$ cat src/hw/rtl/ilp_pkg.sv
// Shared types, codes and helpers for the integer literal parser.
// Used by ilp_step and integer_literal_parser_core; no dependencies.
package ilp_pkg;

  // longest line that is looked at; later characters are dropped
  localparam int unsigned MaxChars = 63;
  localparam int unsigned CntW     = $clog2(MaxChars + 1);
  localparam int unsigned MagW     = 63;

  // parse phase codes
  localparam logic [2:0] PhStart  = 3'd0;
  localparam logic [2:0] PhSign   = 3'd1;
  localparam logic [2:0] PhZero   = 3'd2;
  localparam logic [2:0] PhPrefix = 3'd3;
  localparam logic [2:0] PhDigits = 3'd4;

  // number base codes
  localparam logic [1:0] BaseDec = 2'd0;
  localparam logic [1:0] BaseHex = 2'd1;
  localparam logic [1:0] BaseBin = 2'd2;

  // result status codes
  localparam logic [2:0] StOk    = 3'd0;
  localparam logic [2:0] StEmpty = 3'd1;
  localparam logic [2:0] StBad   = 3'd2;
  localparam logic [2:0] StOvf   = 3'd3;
  localparam logic [2:0] StZero  = 3'd4;

  // characters of the grammar
  localparam logic [7:0] CharMinus = 8'h2d;
  localparam logic [7:0] CharZero  = 8'h30;
  localparam logic [7:0] CharX     = 8'h78;
  localparam logic [7:0] CharB     = 8'h62;

  typedef struct packed {
    logic [7:0] char_code;
    logic       end_of_line;
    logic       is_empty;
  } ilp_in_t;

  typedef struct packed {
    logic signed [63:0] value;
    logic        [2:0]  status;
  } ilp_out_t;

  typedef struct packed {
    logic [2:0]      phase;
    logic [1:0]      number_base;
    logic [MagW-1:0] magnitude;
    logic            negative;
    logic [2:0]      error_code;
    logic [CntW-1:0] char_count;
  } ilp_state_t;

  typedef struct packed {
    logic       ok;
    logic [3:0] val;
  } ilp_digit_t;

  localparam ilp_state_t StateReset = '{
    phase:       PhStart,
    number_base: BaseDec,
    magnitude:   '0,
    negative:    1'b0,
    error_code:  StOk,
    char_count:  '0
  };

  // digit value of a character in the given base
  function automatic ilp_digit_t digit_of(logic [7:0] ch, logic [1:0] base);
    ilp_digit_t d;
    d.ok  = 1'b0;
    d.val = 4'd0;
    if (ch >= 8'h30 && ch <= 8'h39) begin
      d.ok  = 1'b1;
      d.val = 4'(ch - 8'h30);
    end else if (ch >= 8'h61 && ch <= 8'h66) begin
      d.ok  = 1'b1;
      d.val = 4'(ch - 8'h57);
    end else if (ch >= 8'h41 && ch <= 8'h46) begin
      d.ok  = 1'b1;
      d.val = 4'(ch - 8'h37);
    end
    case (base)
      BaseHex: ;
      BaseBin: if (d.val > 4'd1) d.ok = 1'b0;
      default: if (d.val > 4'd9) d.ok = 1'b0;
    endcase
    return d;
  endfunction

endpackage

$ cat src/hw/rtl/ilp_step.sv
// Next-state logic for one character of the line: grammar, digit check,
// accumulate with overflow detection. Depends on ilp_pkg.
module ilp_step (
  input  ilp_pkg::ilp_state_t state_i,
  input  logic [7:0]          char_i,
  input  logic                empty_i,
  output ilp_pkg::ilp_state_t state_o
);
  import ilp_pkg::*;

  ilp_digit_t      dig;
  ilp_digit_t      dec_dig;
  logic [MagW+3:0] prod;
  logic [MagW+3:0] acc;
  logic            take;

  assign dig     = digit_of(char_i, state_i.number_base);
  assign dec_dig = digit_of(char_i, BaseDec);
  assign take    = !empty_i && (state_i.char_count < CntW'(MaxChars));

  // magnitude * base + digit, four spare bits catch overflow
  always_comb begin
    case (state_i.number_base)
      BaseHex: prod = {state_i.magnitude, 4'b0};
      BaseBin: prod = {3'b0, state_i.magnitude, 1'b0};
      default: prod = {1'b0, state_i.magnitude, 3'b0} + {3'b0, state_i.magnitude, 1'b0};
    endcase
    acc = prod + {{MagW{1'b0}}, dig.val};
  end

  always_comb begin
    state_o = state_i;
    if (take) begin
      state_o.char_count = state_i.char_count + CntW'(1);
      if (state_i.error_code == StOk) begin
        unique case (state_i.phase)
          PhStart, PhSign: begin
            if (state_i.phase == PhStart && char_i == CharMinus) begin
              state_o.negative = 1'b1;
              state_o.phase    = PhSign;
            end else if (char_i == CharZero) begin
              state_o.phase = PhZero;
            end else if (!dec_dig.ok) begin
              state_o.error_code = StBad;
            end else begin
              state_o.magnitude = MagW'(dec_dig.val);
              state_o.phase     = PhDigits;
            end
          end
          PhZero: begin
            if (char_i == CharX) begin
              state_o.number_base = BaseHex;
              state_o.phase       = PhPrefix;
            end else if (char_i == CharB) begin
              state_o.number_base = BaseBin;
              state_o.phase       = PhPrefix;
            end else begin
              state_o.error_code = StZero;
            end
          end
          PhPrefix: begin
            if (!dig.ok) begin
              state_o.error_code = StBad;
            end else if (dig.val == 4'd0) begin
              state_o.error_code = StZero;
            end else begin
              state_o.magnitude = MagW'(dig.val);
              state_o.phase     = PhDigits;
            end
          end
          default: begin
            if (!dig.ok) begin
              state_o.error_code = StBad;
            end else if (|acc[MagW+3:MagW]) begin
              state_o.error_code = StOvf;
            end else begin
              state_o.magnitude = acc[MagW-1:0];
            end
          end
        endcase
      end
    end
  end

endmodule

$ cat src/hw/rtl/integer_literal_parser_core.sv
// Integer literal parser: ASCII characters in, one signed value and status
// per line out. Depends on ilp_pkg and ilp_step.
//
// Usage: each input transfer carries one character (char_code), or none when
// is_empty is set; end_of_line marks the transfer that closes the line. A
// line may be "-", "0x"/"0b" prefixed or plain decimal. Only the first
// MaxChars characters of a line are looked at.
// Each line gives exactly one output transfer with value and status
// (ok, empty line, bad digit, overflow, leading zero or incomplete prefix);
// value is zero unless the status is ok.
// Path: the closing item is held in the input register, then its result is
// registered in the output register, where out_valid_o rises. Throughput:
// one character per cycle while no line end waits on the output; the
// per-character work is one pass through ilp_step between the input
// register and the parse state registers.
// Reset: clears the parse state and both valid flags; the next character
// starts a new line.
// Stall: while a result waits in the output register, characters that do
// not end a line keep flowing; the item that ends the next line waits in
// the input register and in_ready_o drops until the output is taken.
module integer_literal_parser_core (
  input  logic              clk_i,
  input  logic              rst_ni,
  input  logic              in_valid_i,
  output logic              in_ready_o,
  input  ilp_pkg::ilp_in_t  in_data_i,
  output logic              out_valid_o,
  input  logic              out_ready_i,
  output ilp_pkg::ilp_out_t out_data_o
);
  import ilp_pkg::*;

  ilp_in_t         in_q;
  logic            in_valid_q;
  ilp_state_t      state_q, state_d;
  ilp_state_t      step_state;
  logic            out_valid_q;
  logic [MagW-1:0] res_mag_q, res_mag_d;
  logic            res_neg_q, res_neg_d;
  logic [2:0]      res_status_q, res_status_d;
  logic            out_free;
  logic            process;
  logic [63:0]     mag_ext;

  assign out_free   = !out_valid_q || out_ready_i;
  assign process    = in_valid_q && (!in_q.end_of_line || out_free);
  assign in_ready_o = !in_valid_q || process;

  ilp_step u_step (
    .state_i (state_q),
    .char_i  (in_q.char_code),
    .empty_i (in_q.is_empty),
    .state_o (step_state)
  );

  // line close: pick the status from the state after the last character
  always_comb begin
    res_mag_d = '0;
    res_neg_d = 1'b0;
    if (step_state.error_code != StOk) begin
      res_status_d = step_state.error_code;
    end else if (step_state.char_count == '0) begin
      res_status_d = StEmpty;
    end else if (step_state.phase == PhSign || step_state.phase == PhPrefix) begin
      res_status_d = StZero;
    end else begin
      res_status_d = StOk;
      if (step_state.phase == PhDigits) begin
        res_mag_d = step_state.magnitude;
        res_neg_d = step_state.negative;
      end
    end
    state_d = in_q.end_of_line ? StateReset : step_state;
  end

  always_ff @(posedge clk_i or negedge rst_ni) begin
    if (!rst_ni) begin
      in_valid_q  <= 1'b0;
      out_valid_q <= 1'b0;
      state_q     <= StateReset;
    end else begin
      if (in_valid_i && in_ready_o) begin
        in_valid_q <= 1'b1;
      end else if (process) begin
        in_valid_q <= 1'b0;
      end
      if (process) begin
        state_q <= state_d;
      end
      if (process && in_q.end_of_line) begin
        out_valid_q <= 1'b1;
      end else if (out_ready_i) begin
        out_valid_q <= 1'b0;
      end
    end
  end

  always_ff @(posedge clk_i) begin
    if (in_valid_i && in_ready_o) begin
      in_q <= in_data_i;
    end
    if (process && in_q.end_of_line) begin
      res_mag_q    <= res_mag_d;
      res_neg_q    <= res_neg_d;
      res_status_q <= res_status_d;
    end
  end

  // sign applied on the way out
  assign mag_ext           = {1'b0, res_mag_q};
  assign out_valid_o       = out_valid_q;
  assign out_data_o.value  = res_neg_q ? (64'd0 - mag_ext) : mag_ext;
  assign out_data_o.status = res_status_q;

  a_count_bound: assert property (@(posedge clk_i) disable iff (!rst_ni)
    state_q.char_count <= CntW'(MaxChars))
    else $error("character count past line limit");

  a_clear_after_line: assert property (@(posedge clk_i) disable iff (!rst_ni)
    process && in_q.end_of_line |=> state_q == StateReset)
    else $error("parse state not cleared after line end");

  a_error_sticky: assert property (@(posedge clk_i) disable iff (!rst_ni)
    process && !in_q.end_of_line && state_q.error_code != StOk
    |=> state_q.error_code == $past(state_q.error_code))
    else $error("first error overwritten");

  a_value_zero_on_error: assert property (@(posedge clk_i) disable iff (!rst_ni)
    out_valid_o && out_data_o.status != StOk |-> out_data_o.value == 64'd0)
    else $error("nonzero value with error status");

  a_no_drop_result: assert property (@(posedge clk_i) disable iff (!rst_ni)
    out_valid_q && !out_ready_i |=> out_valid_q && $stable(res_status_q))
    else $error("pending result lost");

endmodule
$ cat config.mk
export PLATFORM = sky130hd
export DESIGN_NAME = integer_literal_parser_core
export DESIGN_NICKNAME = d
export VERILOG_FILES = /design/src/hw/rtl/ilp_pkg.sv /design/src/hw/rtl/ilp_step.sv /design/src/hw/rtl/integer_literal_parser_core.sv
export SDC_FILE = /design/constraint.sdc
export NUM_CORES = 1
export LEC_CHECK = 0
export BUFFER_PORTS_ARGS = -buffer_cell sky130_fd_sc_hd__buf_2
export CORE_AREA = 5 5 208 210
export CTS_CLUSTER_SIZE = 30
export DETAILED_ROUTE_END_ITERATION = 10
export DIE_AREA = 0 0 213 215
export PLACE_DENSITY = 0.67
export SETUP_SLACK_MARGIN = 0.3
export SLEW_MARGIN = 0
export SYNTH_ARGS = -nofsm -noshare
export SYNTH_HDL_FRONTEND = slang
export SYNTH_SLANG_ARGS = --single-unit
export TNS_END_PERCENT = 100
$ cat constraint.sdc
create_clock -name clk_i -period 12.2 [get_ports clk_i]
set_clock_uncertainty 0.05 [all_clocks]
set_input_delay 1.83 -clock clk_i [delete_from_list [all_inputs] [get_ports clk_i]]
set_output_delay 1.83 -clock clk_i [all_outputs]
set_load 0.005 [all_outputs]
==> impl_metrics.csv, run 1 <==
group,metric,value,unit
setup_path,path_cells,"inv_1, ha_4, clkinv_1, a21oi_1, ha_1, inv_1, fa_1, nor2b_1, o21ai_0, nor2_1, nand4_1, a2111oi_1, nand4_1, nor4_1, nand4_1, mux2i_1, o31a_1, o41a_1, a2111o_2, buf_4, a211oi_1",
floorplanning,die_w,213,um
setup_path,crit_required,12.39,ns
power_and_ir_drop,p_int,988,uW
clocking,clkLatencyLatePin,0.44,ns
floorplanning,rows,75,
clocking,numClockSinks,157,
floorplanning,die_area,45800,um2
power_and_ir_drop,p_sw_share,26.5,%
clocking,post-cts-setup-buffers,0,
finish,multi_input_area,11300,um2
global_routing,antenna_found_initial,0,
global_routing,grt_overflow_total,0,
setup_path,cp_slowest_cell,"ha_4",
finish,postLayoutCellArea,17500,um2
logic_synthesis,synth_top_area_share,14.3,%
setup_path,crit_top_cell,"nand4_1",
min_path,min-delay-start,"state_q[9]$_DFFE_PN0P_",
timing,slew_viol_final,0,
clocking,htree_levels,4,
global_routing,grtUsageTotal,23.8,%
timing,maxSlewHeadroom,25.9,%
logic_synthesis,yosys_most_used_dff,"dfrtp_1",
floorplanning,start_util,39.1,%
setup_path,crit_buf_inv,4,
setup_path,path_class,"reg -> reg",
placement,gp_congestion,0.997,
setup_path,slowest_delay,0.79,ns
min_path,whs_path_depth,2,
setup_path,r2r_start,"state_q[73]$_DFFE_PN0P_",
clocking,cts_tree,"built",
placement,placed_area,16900,um2
detailed_routing,vias,16200,
clocking,cts_inserted_buffers,17,
finish,finalNetCount,2078,
clocking,clkTransAtPathRegs,0.07,ns
timing,tns,0,ns
run_status,status,"completed",
logic_synthesis,synth-edff-count,77,
logic_synthesis,synthSimpleGateAreaFrac,23.6,%
logic_synthesis,syn_area,16200,um2
logic_synthesis,yosys-top-cells-count,"nand2_1 (286), nor2_1 (156), a21oi_1 (138), xnor2_1 (114), o21ai_0 (106)",
logic_synthesis,syn_avg_cell_area,8.10,um2
logic_synthesis,synth_top_cell_by_area,"edfxtp_1",
flow_run,drv_cap,0,
setup_path,cp-start-kind,"register",
power_and_ir_drop,power.density,76.8,nW/um2
logic_synthesis,synthArstFlopShare,51.0,%
finish,fillers,4158,
power_and_ir_drop,pwr-share-clk,43.7,%
power_and_ir_drop,p_comb_share,12.3,%
floorplanning,core,41400,um2
power_and_ir_drop,p_leak,0.00595,uW
timing,clock.fmax,130,MHz
logic_synthesis,synth.most_common_cell,"nand2_1",
logic_synthesis,synth_fa_ha_area_share,5.89,%
detailed_routing,drtAntennaViolNets,0,
logic_synthesis,syn_nets,2088,
power_and_ir_drop,share_seq_of_total_power,44.1,%
clocking,clock_path_buffers,2,
clocking,cts_resized,0,
logic_synthesis,synth_compound_area_share,30.8,%
timing,period_minus_slack,7.69,ns
timing,tightest_slew,1.10,ns
global_routing,grt_pass1_vias,15800,
setup_path,critPathArrivalTime,7.88,ns
global_routing,grt_max_degree,82,
logic_synthesis,yosys-top-cells-area,"edfxtp_1 (14%), dfrtp_1 (12%), nand2_1 (6.6%)",
setup_path,ff2ff_path_depth,21,
setup_path,rr_endpoint,"res_mag_q[57]$_SDFFCE_PP0P_",
logic_synthesis,synth_top_family_by_area,"compound AO/OA/AOI/OAI gates",
placement,hpwl,43500,um
logic_synthesis,synthXorXnorAreaFrac,7.84,%
floorplanning,die_h,215,um
global_routing,grt_pass1_wl,87800,um
power_and_ir_drop,power.net_switching,357,uW
finish,syn2layout_area_growth,8.10,%
logic_synthesis,ys.warnings.count,0,
detailed_routing,vias_per_cell,6.36,
timing,finalSetupViolCount,0,
clocking,postCtsHoldBufs,0,
timing,finalHoldViolCount,0,
placement,io_buffers,82,
detailed_routing,finalWirelength,56300,um
detailed_routing,drt-wirelength-per-cell,22.1,um
detailed_routing,firstDrtPassIters,5,
detailed_routing,drc,0,
logic_synthesis,synth_cell_types,90,
logic_synthesis,syn_inst,1999,
setup_path,crit_path_end_kind,"register",
setup_path,rrSetupSlack,4.51,ns
timing,finalCritPeriodShare,63.0,%
logic_synthesis,synth_mux_area_share,1.09,%
logic_synthesis,ys_seq_area_share,26.6,%
min_path,hp-class,"reg -> reg",
finish,ff_latch_area,4310,um2
logic_synthesis,ys_ff_latch,157,
setup_path,critPathTopFamily,"compound AO/OA/AOI/OAI gates",
clocking,cts_root_buf,"clkbuf_16",
power_and_ir_drop,irDropWorstVdd,0.0000950,V
setup_path,path_max_fanout,73,
finish,drive_gt1_share,11.4,%
timing,rsz0062_at_grt,"no",
finish,antenna_cells,0,
floorplanning,ios,83,
detailed_routing,drt_iter0_drc,1288,
min_path,hold_end,"state_q[9]$_DFFE_PN0P_",
setup_path,crit_cells,21,
-- final cells by class --
type,instances,area share (%)
Multi-Input combinational cell,1690,64.3
Sequential cell,157,24.6
Tap cell,539,3.85
Timing Repair Buffer,95,2.92
Clock buffer,18,2.45
Clock inverter,14,1.24
Inverter,28,0.600
-- sequential cells by signal (all words and copies together), names as in the netlist --
register,count
state_q,78
res_mag_q,63
in_q,10
res_status_q,3
in_valid_q,1
out_valid_o,1
res_neg_q,1
-- per-layer routing --
layer / global-route usage, % / share of wire, % / vias to the layer above / routed length, um
met2: 42.2 / 51 / 577 / 28500
met3: 3.19 / 4.4 / 151 / 2500
li1: - / - / 7618 / -
met1: 28.2 / 39 / 7815 / 22100
met5: 0 / 0 / - / 0
met4: 11.6 / 5.6 / 0 / 3130
-- kinds of logic (layout without fill, tap and decap cells) --
kind of cell | Yosys count | in the layout
buffers and inverters | 152 | 155
AOI/OAI and AO/OA | 672 | 672
adders and majority gates | 75 | 75
and+or+nand+nor | 781 | 781
muxes | 17 | 17
DFF | 157 | 157
xor gates and xnor gates | 145 | 145
-- how the worst max path moves through the flow --
stage                             from                           to
2_1_floorplan  state_q[73]$_DFFE_PN0P_  res_mag_q[31]$_SDFFCE_PP0P_
3_3_place_gp   state_q[73]$_DFFE_PN0P_    res_status_q[2]$_DFFE_PP_
3_5_place_dp   state_q[73]$_DFFE_PN0P_    res_status_q[2]$_DFFE_PP_
4_1_cts        state_q[73]$_DFFE_PN0P_    res_status_q[2]$_DFFE_PP_
5_1_grt              in_q[2]$_DFFE_PP_    res_status_q[2]$_DFFE_PP_
6_report       state_q[73]$_DFFE_PN0P_  res_mag_q[57]$_SDFFCE_PP0P_
-- layout by cell type, fill, tap and decap left out, types with 30 or more instances in the layout --
| cell | synthesis | final |
|---|---|---|
| a211oi_1 | 30 | 30 |
| a211oi_2 | 45 | 45 |
| a21oi_1 | 138 | 138 |
| a221oi_1 | 36 | 36 |
| buf_2 | 32 | 81 |
| dfrtp_1 | 80 | 80 |
| edfxtp_1 | 77 | 77 |
| ha_1 | 73 | 71 |
| nand2_1 | 286 | 286 |
| nand3_1 | 45 | 45 |
| nand4_1 | 44 | 44 |
| nor2_1 | 156 | 156 |
| nor3_1 | 49 | 48 |
| o21ai_0 | 106 | 106 |
| o2bb2ai_1 | 53 | 53 |
| xnor2_1 | 114 | 114 |
| xor2_1 | 31 | 31 |
-- worst reg2reg max path, delay by kind of cell, from the launching register on --
kind | cells | cell delay [ns]
flops | 1 | 0.38
mux | 1 | 0.20
fa+ha+maj | 3 | 1.36
compound gates | 7 | 2.86
simple gates | 6 | 1.85
buf+inv | 4 | 0.79
-- through the flow --
step                util [%]  power (uW)  cells  setup WS [ns]  hold slack (ns)
floorplan                  -         714   1999           5.13            0.413
global placement        40.7         763   2509           5.06            0.430
detailed placement      40.7         766   2509           4.64            0.443
CTS                     42.3        1350   2541           4.65            0.457
global route            42.3        1390   2541           3.95            0.492
finish                  42.3        1350   2541           4.51            0.456
-- power groups by stage --
| stage | combinational (uW) | sequential (uW) | clock, uW |
|---|---|---|---|
| final | 165 | 593 | 588 |
| after global routing | 180 | 594 | 617 |
| after CTS | 165 | 592 | 590 |
| after detailed placement | 164 | 603 | 0 |
| after global placement | 161 | 602 | 0 |
| after floorplan | 118 | 595 | 0 |
No activity file was read; power rests on OpenSTA's default activity.
==> run 2: changes to the inputs <==
PLACE_DENSITY = 0.7   (was 0.67)
clock period = 6.4 ns   (was 12.2 ns; I/O delays follow)
==> impl_metrics.csv, run 2 (synthesized netlist as in run 1, its figures left out) <==
group,metric,value,unit
floorplanning,start_util,39.1,%
setup_path,critPathArrivalTime,6.32,ns
floorplanning,die_w,213,um
setup_path,rr_endpoint,"res_mag_q[61]$_SDFFCE_PP0P_",
placement,hpwl,44400,um
setup_path,crit_required,6.62,ns
global_routing,grt_max_degree,93,
timing,finalHoldViolCount,0,
detailed_routing,finalWirelength,58900,um
detailed_routing,drtAntennaViolNets,0,
global_routing,grtUsageTotal,24.0,%
setup_path,rrSetupSlack,0.30,ns
clocking,htree_levels,4,
setup_path,cp-start-kind,"register",
global_routing,antenna_found_initial,0,
detailed_routing,firstDrtPassIters,5,
finish,finalNetCount,2164,
finish,final_common_cell,"nand2_1",
finish,top_regs,"state_q x78, res_mag_q x63, in_q x10",
power_and_ir_drop,finalPower,2620,uW
timing,tightest_slew,1.09,ns
detailed_routing,vias_per_cell,6.41,
min_path,hp-class,"in -> async",
flow_run,drv_cap,0,
placement,gp_congestion,1.02,
timing,whs,0.310,ns
clocking,cts_root_buf,"clkbuf_16",
global_routing,grt_overflow_total,0,
floorplanning,die_h,215,um
setup_path,crit_path_end_kind,"register",
finish,antenna_cells,0,
clocking,numClockSinks,157,
clocking,clkLatencyLatePin,0.44,ns
power_and_ir_drop,power.density,140,nW/um2
global_routing,grt_pass1_vias,16100,
detailed_routing,drt-wirelength-per-cell,22.4,um
timing,finalCritPeriodShare,95.3,%
power_and_ir_drop,p_leak,0.00657,uW
floorplanning,rows,75,
run_status,status,"completed",
finish,largest-register,"state_q",
clocking,clkTransAtPathRegs,0.07,ns
setup_path,path_class,"reg -> reg",
detailed_routing,vias,16800,
timing,slew_viol_final,0,
timing,period_minus_slack,6.10,ns
floorplanning,ios,83,
finish,largest_register_ffs,78,
timing,finalSetupViolCount,0,
finish,drive_gt1_share,18.0,%
finish,syn2layout_area_growth,15.9,%
timing,rsz0062_at_grt,"yes",
global_routing,grt_pass1_wl,88700,um
placement,io_buffers,82,
clocking,clock_path_buffers,2,
detailed_routing,drc,0,
finish,layout_common_cells,"nand2_1 (285), nor2_1 (155), a21oi_1 (138)",
power_and_ir_drop,irDropWorstVdd,0.000188,V
setup_path,ff2ff_path_depth,16,
timing,clock.fmax,164,MHz
clocking,cts_inserted_buffers,17,
floorplanning,die_area,45800,um2
setup_path,r2r_start,"state_q[25]$_DFFE_PN0P_",
detailed_routing,drt_iter0_drc,1722,
timing,tns,0,ns
timing,maxSlewHeadroom,27.3,%
setup_path,path_max_fanout,8,
clocking,cts_tree,"built",
floorplanning,core,41400,um2
==> run 2: changes by cell type in the layout (fill, tap and decap cells not counted), moves of 4 or more <==
cell       previous run  this run
buf_4                14        83
buf_12                0         7
inv_6                 2         6
ha_1                 71        66
a211oi_2             45        53
ha_2                  1         5
a211oi_4              0         7
a211oi_1             30        15
nor3_4                0         7
nor3_2                4         8
o41ai_1              11         7
clkbuf_16            17        23
nor3_1               48        37
==> run 2: timing repair <==
action / CTS / global route
hold buffers: 0 / 0
endpoints found under the hold margin: 0 / 0
pin swaps: 6 / 64
buffers inserted: 4 / 10
gates cloned: 0 / 9
resized for setup: 11 / 79
endpoints found under the setup margin: 126 / 128
==> run 2: worst max-delay path, cell delays in order (launching register included) <==
cell and delay (ns):
dfrtp_1 0.48, ha_1 0.49, nand4_1 0.22, nor2_2 0.22, nand3_1 0.24, a211oi_2 0.29
o21ai_1 0.29, a2111oi_4 0.49, nand4b_1 0.14, or4_1 0.47, nand4b_1 0.33, or3_1 0.42
o31a_1 0.34, o41a_1 0.43, a2111o_2 0.60, clkbuf_16 0.25, a211oi_2 0.17
==> run 2: worst max path at each step <==
stage                     slack [ns]                          end                    start
after global placement          0.14   res_mag_q[3]$_SDFFCE_PP0P_        in_q[2]$_DFFE_PP_
after detailed placement        0.01  res_mag_q[20]$_SDFFCE_PP0P_        in_q[2]$_DFFE_PP_
after floorplan                 0.32  res_mag_q[31]$_SDFFCE_PP0P_  state_q[73]$_DFFE_PN0P_
after CTS                       0.31  res_mag_q[20]$_SDFFCE_PP0P_        in_q[2]$_DFFE_PP_
after global routing            0.08  res_mag_q[61]$_SDFFCE_PP0P_        in_q[2]$_DFFE_PP_
final                           0.30  res_mag_q[61]$_SDFFCE_PP0P_  state_q[25]$_DFFE_PN0P_
==> run 2: area by class of cell <==
class	count	area, um2
Fill cell	3969	22600
Multi-Input combinational cell	1691	11700
Sequential cell	157	4310
Timing Repair Buffer	180	1360
Tap cell	539	674
Clock buffer	17	425
Clock inverter	15	160
Inverter	28	105
==> run 2: where the power goes <==
group | internal (uW) | switching, uW
Sequential | 1090 | 37.2
Clock | 580 | 448
Combinational | 179 | 283
Total | 1850 | 767
==> run 2: stage by stage <==
stage / worst slack, ns / instance area, um2 / std cells / utilization [%]
after global placement: 0.136 / 17500 / 2572 / 42.2
final: 0.300 / 18800 / 2627 / 45.3
after floorplan: 0.316 / 16300 / 1999 / -
after detailed placement: 0.0125 / 17500 / 2572 / 42.2
after CTS: 0.312 / 18100 / 2608 / 43.8
after global routing: 0.0765 / 18800 / 2627 / 45.3
==> run 2: metal layers <==
| metal | vias to the layer above | part of all wire [%] | track usage [%] |
|---|---|---|---|
| met3 | 186 | 5.5 | 3.28 |
| met5 | - | 0 | 0 |
| met4 | 0 | 6.2 | 12.7 |
| met1 | 8121 | 39 | 28.7 |
| li1 | 7811 | - | - |
| met2 | 723 | 49 | 41.6 |
